## src/sv/cbs_pkg.sv

```systemverilog
// Shared types and constants of the constant bandwidth server block.
`default_nettype none

package cbs_pkg;

  localparam int MAX_REPLENISH = 16;
  localparam int REPL_W        = $clog2(MAX_REPLENISH + 1);

  localparam int CFG_IDX_W = 8;
  localparam logic [CFG_IDX_W-1:0] CFG_BUDGET = CFG_IDX_W'(0);
  localparam logic [CFG_IDX_W-1:0] CFG_PERIOD = CFG_IDX_W'(1);

  localparam logic [31:0] BUDGET_RST = 32'd10000000;
  localparam logic [31:0] PERIOD_RST = 32'd100000000;

  // 32x32 partial products for the bandwidth check
  localparam int MUL_PARTS = 4;
  localparam int MCNT_W    = $clog2(MUL_PARTS + 1);

  typedef enum logic [1:0] {
    CMD_ACTIVATE = 2'd0,
    CMD_ACCOUNT  = 2'd1,
    CMD_YIELD    = 2'd2,
    CMD_RENEW    = 2'd3
  } cmd_t;

  typedef struct packed {
    logic load_in;
    logic fresh;
    logic clr_new;
    logic set_new;
    logic ld_diff_dl;
    logic ld_diff_late;
    logic mul_start;
    logic mul_step;
    logic yield_drop;
    logic charge;
    logic set_exc;
    logic zero_rt;
    logic sub_late;
    logic repl_clr;
    logic repl_step;
    logic set_lag;
    logic load_out;
  } dp_cmd_t;

  typedef struct packed {
    logic new_inst;
    logic dmiss;
    logic rt_pos;
    logic ovf;
    logic mul_last;
    logic repl_max;
  } dp_sts_t;

endpackage

`default_nettype wire

```

## src/sv/cbs_dp.sv

```systemverilog
// Datapath: server state, configuration, bandwidth check multiplier, result register.
`default_nettype none

module cbs_dp (
  input  wire                            clk,
  input  wire                            rst_n,
  input  wire                            cfg_we,
  input  wire [cbs_pkg::CFG_IDX_W-1:0]   cfg_index,
  input  wire [31:0]                     cfg_data,
  input  wire [62:0]                     in_now,
  input  wire [31:0]                     in_used,
  input  wire cbs_pkg::dp_cmd_t          cmd,
  output cbs_pkg::dp_sts_t               sts,
  output logic [62:0]                    out_dl,
  output logic [63:0]                    out_rem,
  output logic                           out_exc,
  output logic                           out_lag
);

  logic [31:0] budget_r, budget_nxt;
  logic [31:0] period_r, period_nxt;
  logic [63:0] deadline_r, deadline_nxt;
  logic [63:0] runtime_r, runtime_nxt;
  logic        new_r, new_nxt;

  logic [62:0] now_r;
  logic [31:0] used_r;
  logic [63:0] diff_r;
  logic        exc_r;
  logic        lag_r;
  logic [cbs_pkg::REPL_W-1:0] steps_r;

  logic [cbs_pkg::MCNT_W-1:0] mcnt_r;
  logic [1:0]  psel_r;
  logic [63:0] prod_r;
  logic [63:0] acc_r;
  logic [31:0] mul_a;
  logic [31:0] mul_b;
  logic [63:0] acc_term;

  logic [63:0] now64;
  logic [63:0] dl_minus_now;
  logic [63:0] now_minus_dl;

  assign now64        = {1'b0, now_r};
  assign dl_minus_now = deadline_r - now64;
  assign now_minus_dl = now64 - deadline_r;

  assign sts.new_inst = new_r;
  assign sts.dmiss    = dl_minus_now[63];
  assign sts.rt_pos   = (runtime_r != 64'd0) && !runtime_r[63];
  assign sts.ovf      = acc_r[63];
  assign sts.mul_last = (mcnt_r == cbs_pkg::MCNT_W'(cbs_pkg::MUL_PARTS));
  assign sts.repl_max = (steps_r == cbs_pkg::REPL_W'(cbs_pkg::MAX_REPLENISH));

  always_comb begin
    budget_nxt = budget_r;
    period_nxt = period_r;
    if (cfg_we && cfg_index == cbs_pkg::CFG_BUDGET) budget_nxt = cfg_data;
    if (cfg_we && cfg_index == cbs_pkg::CFG_PERIOD) period_nxt = cfg_data;
  end

  always_comb begin
    if (cmd.fresh) begin
      runtime_nxt = {32'd0, budget_r};
    end else if (cmd.yield_drop || cmd.zero_rt) begin
      runtime_nxt = 64'd0;
    end else if (cmd.charge) begin
      runtime_nxt = runtime_r - {32'd0, used_r};
    end else if (cmd.sub_late) begin
      runtime_nxt = runtime_r - diff_r;
    end else if (cmd.repl_step) begin
      runtime_nxt = runtime_r + {32'd0, budget_r};
    end else begin
      runtime_nxt = runtime_r;
    end
  end

  always_comb begin
    if (cmd.fresh) begin
      deadline_nxt = now64 + {32'd0, period_r};
    end else if (cmd.repl_step) begin
      deadline_nxt = deadline_r + {32'd0, period_r};
    end else begin
      deadline_nxt = deadline_r;
    end
  end

  always_comb begin
    if (cmd.clr_new) begin
      new_nxt = 1'b0;
    end else if (cmd.set_new || cmd.yield_drop) begin
      new_nxt = 1'b1;
    end else begin
      new_nxt = new_r;
    end
  end

  always_ff @(posedge clk) begin
    if (!rst_n) begin
      budget_r   <= cbs_pkg::BUDGET_RST;
      period_r   <= cbs_pkg::PERIOD_RST;
      deadline_r <= 64'd0;
      runtime_r  <= 64'd0;
      new_r      <= 1'b1;
    end else begin
      budget_r   <= budget_nxt;
      period_r   <= period_nxt;
      deadline_r <= deadline_nxt;
      runtime_r  <= runtime_nxt;
      new_r      <= new_nxt;
    end
  end

  // request capture and per-request scratch
  always_ff @(posedge clk) begin
    if (cmd.load_in) begin
      now_r  <= in_now;
      used_r <= in_used;
    end
    if (cmd.load_in) begin
      exc_r <= 1'b0;
    end else if (cmd.set_exc) begin
      exc_r <= 1'b1;
    end
    if (cmd.load_in) begin
      lag_r <= 1'b0;
    end else if (cmd.set_lag) begin
      lag_r <= 1'b1;
    end
    if (cmd.ld_diff_dl) begin
      diff_r <= dl_minus_now;
    end else if (cmd.ld_diff_late) begin
      diff_r <= now_minus_dl;
    end
    if (cmd.repl_clr) begin
      steps_r <= '0;
    end else if (cmd.repl_step) begin
      steps_r <= steps_r + cbs_pkg::REPL_W'(1);
    end
  end

  // bandwidth check: acc = budget*(deadline-now) - period*runtime, mod 2^64
  always_comb begin
    unique case (mcnt_r[1:0])
      2'd0: begin mul_a = period_r; mul_b = runtime_r[31:0]; end
      2'd1: begin mul_a = period_r; mul_b = runtime_r[63:32]; end
      2'd2: begin mul_a = budget_r; mul_b = diff_r[31:0]; end
      2'd3: begin mul_a = budget_r; mul_b = diff_r[63:32]; end
      default: begin mul_a = period_r; mul_b = runtime_r[31:0]; end
    endcase
  end

  always_comb begin
    unique case (psel_r)
      2'd0: acc_term = -prod_r;
      2'd1: acc_term = -{prod_r[31:0], 32'd0};
      2'd2: acc_term = prod_r;
      2'd3: acc_term = {prod_r[31:0], 32'd0};
      default: acc_term = prod_r;
    endcase
  end

  always_ff @(posedge clk) begin
    if (cmd.mul_start) begin
      mcnt_r <= '0;
      acc_r  <= 64'd0;
    end else if (cmd.mul_step) begin
      if (mcnt_r < cbs_pkg::MCNT_W'(cbs_pkg::MUL_PARTS)) begin
        prod_r <= {32'd0, mul_a} * {32'd0, mul_b};
        psel_r <= mcnt_r[1:0];
        mcnt_r <= mcnt_r + cbs_pkg::MCNT_W'(1);
      end
      if (mcnt_r != '0) begin
        acc_r <= acc_r + acc_term;
      end
    end
  end

  always_ff @(posedge clk) begin
    if (cmd.load_out) begin
      out_dl  <= deadline_r[62:0];
      out_rem <= runtime_r;
      out_exc <= exc_r;
      out_lag <= lag_r;
    end
  end

endmodule

`default_nettype wire

```

## src/sv/cbs_ctrl.sv

```systemverilog
// Controller: sequences each request through the datapath and owns the handshakes.
`default_nettype none

module cbs_ctrl (
  input  wire                   clk,
  input  wire                   rst_n,
  input  wire                   in_tvalid,
  output logic                  in_tready,
  input  wire cbs_pkg::cmd_t    in_cmd,
  output logic                  out_tvalid,
  input  wire                   out_tready,
  input  wire cbs_pkg::dp_sts_t sts,
  output cbs_pkg::dp_cmd_t      cmd
);

  typedef enum logic [10:0] {
    S_IDLE   = 11'b00000000001,
    S_ACT    = 11'b00000000010,
    S_MUL    = 11'b00000000100,
    S_OVF    = 11'b00000001000,
    S_YIELD  = 11'b00000010000,
    S_CHARGE = 11'b00000100000,
    S_MISS   = 11'b00001000000,
    S_SETTLE = 11'b00010000000,
    S_REPL   = 11'b00100000000,
    S_CHECK  = 11'b01000000000,
    S_DONE   = 11'b10000000000
  } state_t;

  state_t state_r, state_nxt;
  logic   out_valid_r, out_valid_nxt;

  assign in_tready  = (state_r == S_IDLE);
  assign out_tvalid = out_valid_r;

  always_comb begin
    state_nxt     = state_r;
    cmd           = '0;
    out_valid_nxt = out_valid_r && !out_tready;
    unique case (state_r)
      S_IDLE: begin
        if (in_tvalid) begin
          cmd.load_in = 1'b1;
          unique case (in_cmd)
            cbs_pkg::CMD_ACTIVATE: state_nxt = S_ACT;
            cbs_pkg::CMD_ACCOUNT:  state_nxt = S_CHARGE;
            cbs_pkg::CMD_YIELD:    state_nxt = S_YIELD;
            cbs_pkg::CMD_RENEW: begin
              cmd.set_new = 1'b1;
              state_nxt   = S_DONE;
            end
            default: state_nxt = S_DONE;
          endcase
        end
      end
      S_ACT: begin
        if (sts.new_inst || sts.dmiss) begin
          cmd.fresh   = 1'b1;
          cmd.clr_new = sts.new_inst;
          state_nxt   = S_DONE;
        end else begin
          cmd.ld_diff_dl = 1'b1;
          cmd.mul_start  = 1'b1;
          state_nxt      = S_MUL;
        end
      end
      S_MUL: begin
        cmd.mul_step = 1'b1;
        if (sts.mul_last) state_nxt = S_OVF;
      end
      S_OVF: begin
        cmd.fresh = sts.ovf;
        state_nxt = S_DONE;
      end
      S_YIELD: begin
        cmd.yield_drop = sts.rt_pos;
        state_nxt      = S_CHARGE;
      end
      S_CHARGE: begin
        cmd.charge = 1'b1;
        state_nxt  = S_MISS;
      end
      S_MISS: begin
        if (!sts.dmiss && sts.rt_pos) begin
          state_nxt = S_DONE;
        end else begin
          cmd.set_exc  = 1'b1;
          cmd.repl_clr = 1'b1;
          if (sts.dmiss) begin
            // budget left is dropped, lateness charged next cycle unless a new instance is pending
            cmd.ld_diff_late = 1'b1;
            cmd.zero_rt      = sts.rt_pos;
            state_nxt        = S_SETTLE;
          end else if (sts.new_inst) begin
            cmd.fresh   = 1'b1;
            cmd.clr_new = 1'b1;
            state_nxt   = S_DONE;
          end else begin
            state_nxt = S_REPL;
          end
        end
      end
      S_SETTLE: begin
        if (sts.new_inst) begin
          cmd.fresh   = 1'b1;
          cmd.clr_new = 1'b1;
          state_nxt   = S_DONE;
        end else begin
          cmd.sub_late = 1'b1;
          state_nxt    = S_REPL;
        end
      end
      S_REPL: begin
        if (!sts.rt_pos && !sts.repl_max) begin
          cmd.repl_step = 1'b1;
        end else begin
          state_nxt = S_CHECK;
        end
      end
      S_CHECK: begin
        if (!sts.rt_pos || sts.dmiss) begin
          cmd.fresh   = 1'b1;
          cmd.set_lag = 1'b1;
        end
        state_nxt = S_DONE;
      end
      S_DONE: begin
        if (!out_valid_r || out_tready) begin
          cmd.load_out  = 1'b1;
          out_valid_nxt = 1'b1;
          state_nxt     = S_IDLE;
        end
      end
      default: state_nxt = S_IDLE;
    endcase
  end

  always_ff @(posedge clk) begin
    if (!rst_n) begin
      state_r     <= S_IDLE;
      out_valid_r <= 1'b0;
    end else begin
      state_r     <= state_nxt;
      out_valid_r <= out_valid_nxt;
    end
  end

endmodule

`default_nettype wire

```

## src/sv/cbs_budget_server.sv

```systemverilog
// Top level of the constant bandwidth server: budget and deadline keeper for one server.
//
// Requests enter on the in_ stream: in_tuser carries the command (activate, account,
// yield, renew), in_tdata the current time and the used time. Every request yields
// exactly one result on the out_ stream: deadline and remaining budget in out_tdata,
// the exceeded and lagging flags in out_tuser. Budget and period are written on the
// cfg_ port (index 0 budget, index 1 period); the user must write them only while no
// request is in flight, the block does not enforce it. One request is worked at a time;
// activate may run the bandwidth check (four 32x32 partial products through one shared
// multiplier), and the replenish path applies at most MAX_REPLENISH (period, budget)
// steps, one per cycle. A new request is taken the cycle after the result is registered,
// even while that result still waits for out_tready; a stalled receiver holds the
// following result in the controller until the output register frees up.
// Reset (rst_n low, synchronous) restores the default budget and period, clears
// deadline and remaining budget, marks a new instance pending and drops out_tvalid.
`default_nettype none

module cbs_budget_server (
  input  wire          clk,
  input  wire          rst_n,
  input  wire          in_tvalid,
  output logic         in_tready,
  input  wire  [95:0]  in_tdata,   // [62:0] now, [94:63] used_time, [95] zero
  input  wire  [1:0]   in_tuser,   // [1:0] command
  output logic         out_tvalid,
  input  wire          out_tready,
  output logic [127:0] out_tdata,  // [62:0] abs_deadline, [126:63] remaining, [127] zero
  output logic [1:0]   out_tuser,  // [0] exceeded, [1] lagging
  input  wire          cfg_valid,
  output logic         cfg_ready,
  input  wire  [cbs_pkg::CFG_IDX_W-1:0] cfg_index,
  input  wire  [31:0]  cfg_data
);

  cbs_pkg::dp_cmd_t dp_cmd;
  cbs_pkg::dp_sts_t dp_sts;
  cbs_pkg::cmd_t    in_cmd;
  logic [62:0]      res_dl;
  logic [63:0]      res_rem;
  logic             res_exc;
  logic             res_lag;

  assign cfg_ready = 1'b1;
  assign in_cmd    = cbs_pkg::cmd_t'(in_tuser);

  cbs_ctrl u_ctrl (
    .clk        (clk),
    .rst_n      (rst_n),
    .in_tvalid  (in_tvalid),
    .in_tready  (in_tready),
    .in_cmd     (in_cmd),
    .out_tvalid (out_tvalid),
    .out_tready (out_tready),
    .sts        (dp_sts),
    .cmd        (dp_cmd)
  );

  cbs_dp u_dp (
    .clk       (clk),
    .rst_n     (rst_n),
    .cfg_we    (cfg_valid),
    .cfg_index (cfg_index),
    .cfg_data  (cfg_data),
    .in_now    (in_tdata[62:0]),
    .in_used   (in_tdata[94:63]),
    .cmd       (dp_cmd),
    .sts       (dp_sts),
    .out_dl    (res_dl),
    .out_rem   (res_rem),
    .out_exc   (res_exc),
    .out_lag   (res_lag)
  );

  assign out_tdata = {1'b0, res_rem, res_dl};
  assign out_tuser = {res_lag, res_exc};

  // a lagging reset only follows a budget overrun or a missed deadline
  a_lag_implies_exc: assert property (@(posedge clk) disable iff (!rst_n)
    out_tvalid |-> (!out_tuser[1] || out_tuser[0]))
    else $error("lagging set without exceeded");

  // one request at a time: no acceptance right after an acceptance
  a_one_in_flight: assert property (@(posedge clk) disable iff (!rst_n)
    (in_tvalid && in_tready) |=> !in_tready)
    else $error("second request accepted while one is in flight");

  // at most one writer of the remaining budget per cycle
  a_runtime_writer: assert property (@(posedge clk) disable iff (!rst_n)
    $onehot0({dp_cmd.fresh, dp_cmd.charge, dp_cmd.sub_late, dp_cmd.repl_step,
              dp_cmd.yield_drop, dp_cmd.zero_rt}))
    else $error("conflicting budget updates");

endmodule

`default_nettype wire
```

## config.mk

```make
export PLATFORM = sky130hd
export DESIGN_NAME = cbs_budget_server
export DESIGN_NICKNAME = d
export VERILOG_FILES = /design/src/sv/cbs_pkg.sv /design/src/sv/cbs_dp.sv /design/src/sv/cbs_ctrl.sv /design/src/sv/cbs_budget_server.sv
export SDC_FILE = /design/constraint.sdc
export NUM_CORES = 2
export LEC_CHECK = 0
export BUFFER_PORTS_ARGS = -buffer_cell sky130_fd_sc_hd__buf_2
export CORE_MARGIN = 8
export CORE_UTILIZATION = 37
export DETAILED_ROUTE_END_ITERATION = 8
export PLACE_DENSITY = 0.53
export RECOVER_POWER = 50
export SYNTH_ARGS = -nofsm -noshare
export SYNTH_HDL_FRONTEND = slang
export SYNTH_HIERARCHICAL = 1
export SYNTH_SLANG_ARGS = --single-unit
```

## constraint.sdc

```tcl
create_clock -name clk -period 19.4 [get_ports clk]
set_clock_uncertainty 0.15 [all_clocks]
set_input_delay 2.91 -clock clk [delete_from_list [all_inputs] [get_ports clk]]
set_output_delay 2.91 -clock clk [all_outputs]
set_load 0.005 [all_outputs]
```

==> qor.txt <==
Count of buffers from port buffering = 272
Cell row count = 167
Count of mapped cells out of synthesis = 9012
Sequential share of the synthesized area = 21.2%
Failing checks = design-rule violations, max-capacitance violations, max-slew violations
Netlist Area Pre-Place = 0.0766 mm²
Final setup violation count = 0
Root Buffer = sky130_fd_sc_hd__clkbuf_16
Category of the most critical setup path = reg2reg
Resized cells post-CTS = 0
Starting density of the core = 37.1%
Smallest setup slack after layout = 5260 ps
Total Power = 4.56 mW
Post-Syn Area per Cell = 8.50 µm²
Max_slew headroom = -172%
Remaining Overflow, GRT = 0
Fmax = 0.0707 GHz
Number of setup buffers added after CTS = 0
Depth of the CTS H-tree = 3
Worst hold path type = reg2reg
Share of final-layout standard cells stronger than drive strength 1 = 6.34%
Worst endpoint required time = 19710 ps
Multi-input logic area = 0.0546 mm²
Number of CTS-inserted buffers = 79
Crit. End Element = register
Gate family responsible for the most delay along the worst path = buffers and inverters
Number of global-route vias before repair = 67175
Area of the die = 0.222 mm²
Number of synthesized flops with an enable pin = 354
Number of antenna violations at the first check in global routing = 16
Final worst path period need = 14140 ps
Detailed-placement wirelength estimate = 238 mm
Number of antenna-violating nets in the routed design = 0
Layout overhead on the synthesized area = 8.61%
First-pass GRT wire length = 438 mm
Number of top-level design ports = 276
Total number of nets in the final design = 10591
Longest individual stage delay on the worst path = 2870 ps
Width of the die = 471 µm
Fin. Hold Viols = 0
Area share of the leading cell type in the synthesized netlist = 23.5%
Static power due to leakage = 36.3 nW
Global placement routability congestion = 0.966
DRC = 4
Clock Sinks = 633
Number of iterations in the first detailed-routing pass = 9
Register area = 0.0162 mm²
Distinct cell type count after synthesis = 111
Clock transition at the register clock pins on the worst setup and hold paths after CTS = 60 ps
Core Area = 0.206 mm²
Maximum count of clock buffers along a single path = 3
Cell taking the most area after synthesis = sky130_fd_sc_hd__fa_1
Dominant cells by area after synthesis = sky130_fd_sc_hd__fa_1, sky130_fd_sc_hd__edfxtp_1, sky130_fd_sc_hd__ha_1
Status = finished, violations left
Skew-Pair Late Insertion Delay = 750 ps
Max_cap viols = 7
Post-Place Worst Slack = 8460 ps
Most used flip-flop cell after synthesis = sky130_fd_sc_hd__edfxtp_1
Arr. time, crit path = 14450 ps
Final slew viol count = 331
Number of vias per cell after detailed routing = 5.61
Largest voltage drop on the vdd net = 70.6 µV
Average detailed-routed wire length per instance = 25.2 µm
Unrepaired setup endpoints after global routing = false
Share of synthesized registers carrying an async set or reset = 0%
WP buf/inv = 6
Critical path fanouts, max = 54
Number of register bits inferred by synthesis = 633
Transition time at the pin with the least slew margin = 4090 ps
Via count = 66055
Gr usage total = 25.9%
Most Frequent Cell on Critical Path = sky130_fd_sc_hd__fa_1
Pin count of the biggest net entering global routing = 71
Post-CTS Hold Fix Bufs = 0
Die Height = 471 µm
Post-route fraction of the period consumed by the critical path = 72.9%
Total of warnings raised by yosys = 6
Clock tree from TritonCTS = done
Aggregate routed wire length = 297 mm
Final total negative setup slack = 0 ps
Filler cell count = 20996
Kind of start point of the critical path = register
Initial DRC Count = 5501
Slowest-stage cell, CP = sky130_fd_sc_hd__clkbuf_1
Synthesized Nets = 10613
Cell area power density = 54.8 mW/mm²
==> through the flow <==
stage / instance area, µm² / utilization (%) / std cells / hold slack (ps)
after CTS: 83400 / 40.4 / 11759 / 298
final: 83200 / 40.3 / 11766 / 291
after global routing: 83200 / 40.3 / 11759 / 296
after detailed placement: 80600 / 39.1 / 11613 / 283
after global placement: 80600 / 39.1 / 11613 / 269
after floorplan: 76600 / - / 9012 / 259
==> layer usage <==
layer | up-vias | global-route usage [%] | wire [µm] | part of all wire, %
li1 | 29904 | - | - | -
met1 | 32961 | 33.2 | 123000 | 41
met2 | 2553 | 42.4 | 135000 | 45
met3 | 627 | 4.23 | 19900 | 6.7
met4 | 10 | 13.1 | 19000 | 6.4
met5 | - | 0 | 68 | 0.023
==> cells by family after synthesis <==
family	share of synthesized area, %
simple gates	16.6
compound gates	14.7
buf+inv	7.99
fa+ha+maj	32.6
flops	21.2
xor+xnor	4.52
mux	2.33
other cells	0.00980
==> cells in the mapped netlist (169+ instances only) <==
master                     count
sky130_fd_sc_hd__o21ai_0     391
sky130_fd_sc_hd__xnor2_1     269
sky130_fd_sc_hd__nor2_1     1000
sky130_fd_sc_hd__clkbuf_1    425
sky130_fd_sc_hd__inv_1      1121
sky130_fd_sc_hd__edfxtp_1    354
sky130_fd_sc_hd__a21oi_1     651
sky130_fd_sc_hd__nand2_1    1157
sky130_fd_sc_hd__dfxtp_1     279
sky130_fd_sc_hd__ha_1        557
sky130_fd_sc_hd__a21o_1      169
sky130_fd_sc_hd__fa_1        901
==> flip-flops by register name (all words and copies together), names as in the netlist <==
signal	flops
u_dp/diff_r	64
u_dp/mcnt_r	3
u_dp/deadline_r	64
u_dp/now_r	63
u_ctrl/state_r	11
u_dp/budget_r	32
u_dp/out_lag	1
u_dp/steps_r	5
u_dp/out_rem	64
u_dp/out_exc	1
u_dp/runtime_r	64
u_dp/lag_r	1
u_dp/used_r	32
u_dp/out_dl	63
u_ctrl/out_tvalid	1
u_dp/exc_r	1
u_dp/period_r	32
u_dp/prod_r	64
u_dp/psel_r	2
u_dp/acc_r	64
u_dp/new_r	1
==> layout make-up <==
type | instances | area share (%)
Clock buffer | 103 | 2.56
Timing Repair Buffer | 387 | 2.44
Clock inverter | 43 | 0.753
Antenna cell | 7 | 0.0211
Inverter | 1123 | 5.07
Sequential cell | 633 | 19.5
Multi-Input combinational cell | 6766 | 65.6
Tap cell | 2704 | 4.07
==> where the power goes <==
| group | total [mW] | switching (mW) | internal (mW) | leakage (nW) |
|---|---|---|---|---|
| Combinational | 1.41 | 0.919 | 0.493 | 29.3 |
| Sequential | 1.59 | 0.0694 | 1.52 | 5.64 |
| Clock | 1.56 | 0.665 | 0.898 | 1.32 |
| Total | 4.56 | 1.65 | 2.91 | 36.3 |
==> placed cells by master, fill, tap and decap left out, drive strengths merged, types with 26 or more instances in the layout <==
| master | n |
|---|---|
| nand2b | 49 |
| inv | 1123 |
| or3 | 43 |
| clkinv | 31 |
| or4 | 26 |
| a22oi | 37 |
| edfxtp | 354 |
| clkbuf | 237 |
| a31oi | 73 |
| and2 | 43 |
| nand2 | 1157 |
| a211oi | 63 |
| dfxtp | 279 |
| buf | 253 |
| a21o | 169 |
| ha | 557 |
| nor3 | 123 |
| a21oi | 652 |
| nor2 | 1003 |
| fa | 901 |
| nand4 | 104 |
| o31ai | 38 |
| nand3 | 151 |
| o21bai | 94 |
| o21a | 43 |
| nor2b | 43 |
| nor4 | 62 |
| mux2 | 57 |
| xnor2 | 269 |
| o211ai | 34 |
| xor2 | 126 |
| mux2i | 114 |
| and3 | 39 |
| o21ai | 425 |
==> path summary, 6_finish.rpt <==
check | from | slack [ps] | depth (start not counted) | endpoint
setup reg to reg | u_dp/mcnt_r[1]$_SDFFE_PP0P_ | 5260 | 26 | u_dp/prod_r[61]$_DFFE_PP_
setup / recovery | u_dp/mcnt_r[1]$_SDFFE_PP0P_ | 5260 | 26 | u_dp/prod_r[61]$_DFFE_PP_
hold / removal | u_dp/exc_r$_SDFFE_PP0P_ | 290 | 0 | u_dp/out_exc$_DFFE_PP_
hold reg to reg | u_dp/exc_r$_SDFFE_PP0P_ | 290 | 0 | u_dp/out_exc$_DFFE_PP_
No activity file was read; power rests on OpenSTA's default activity.
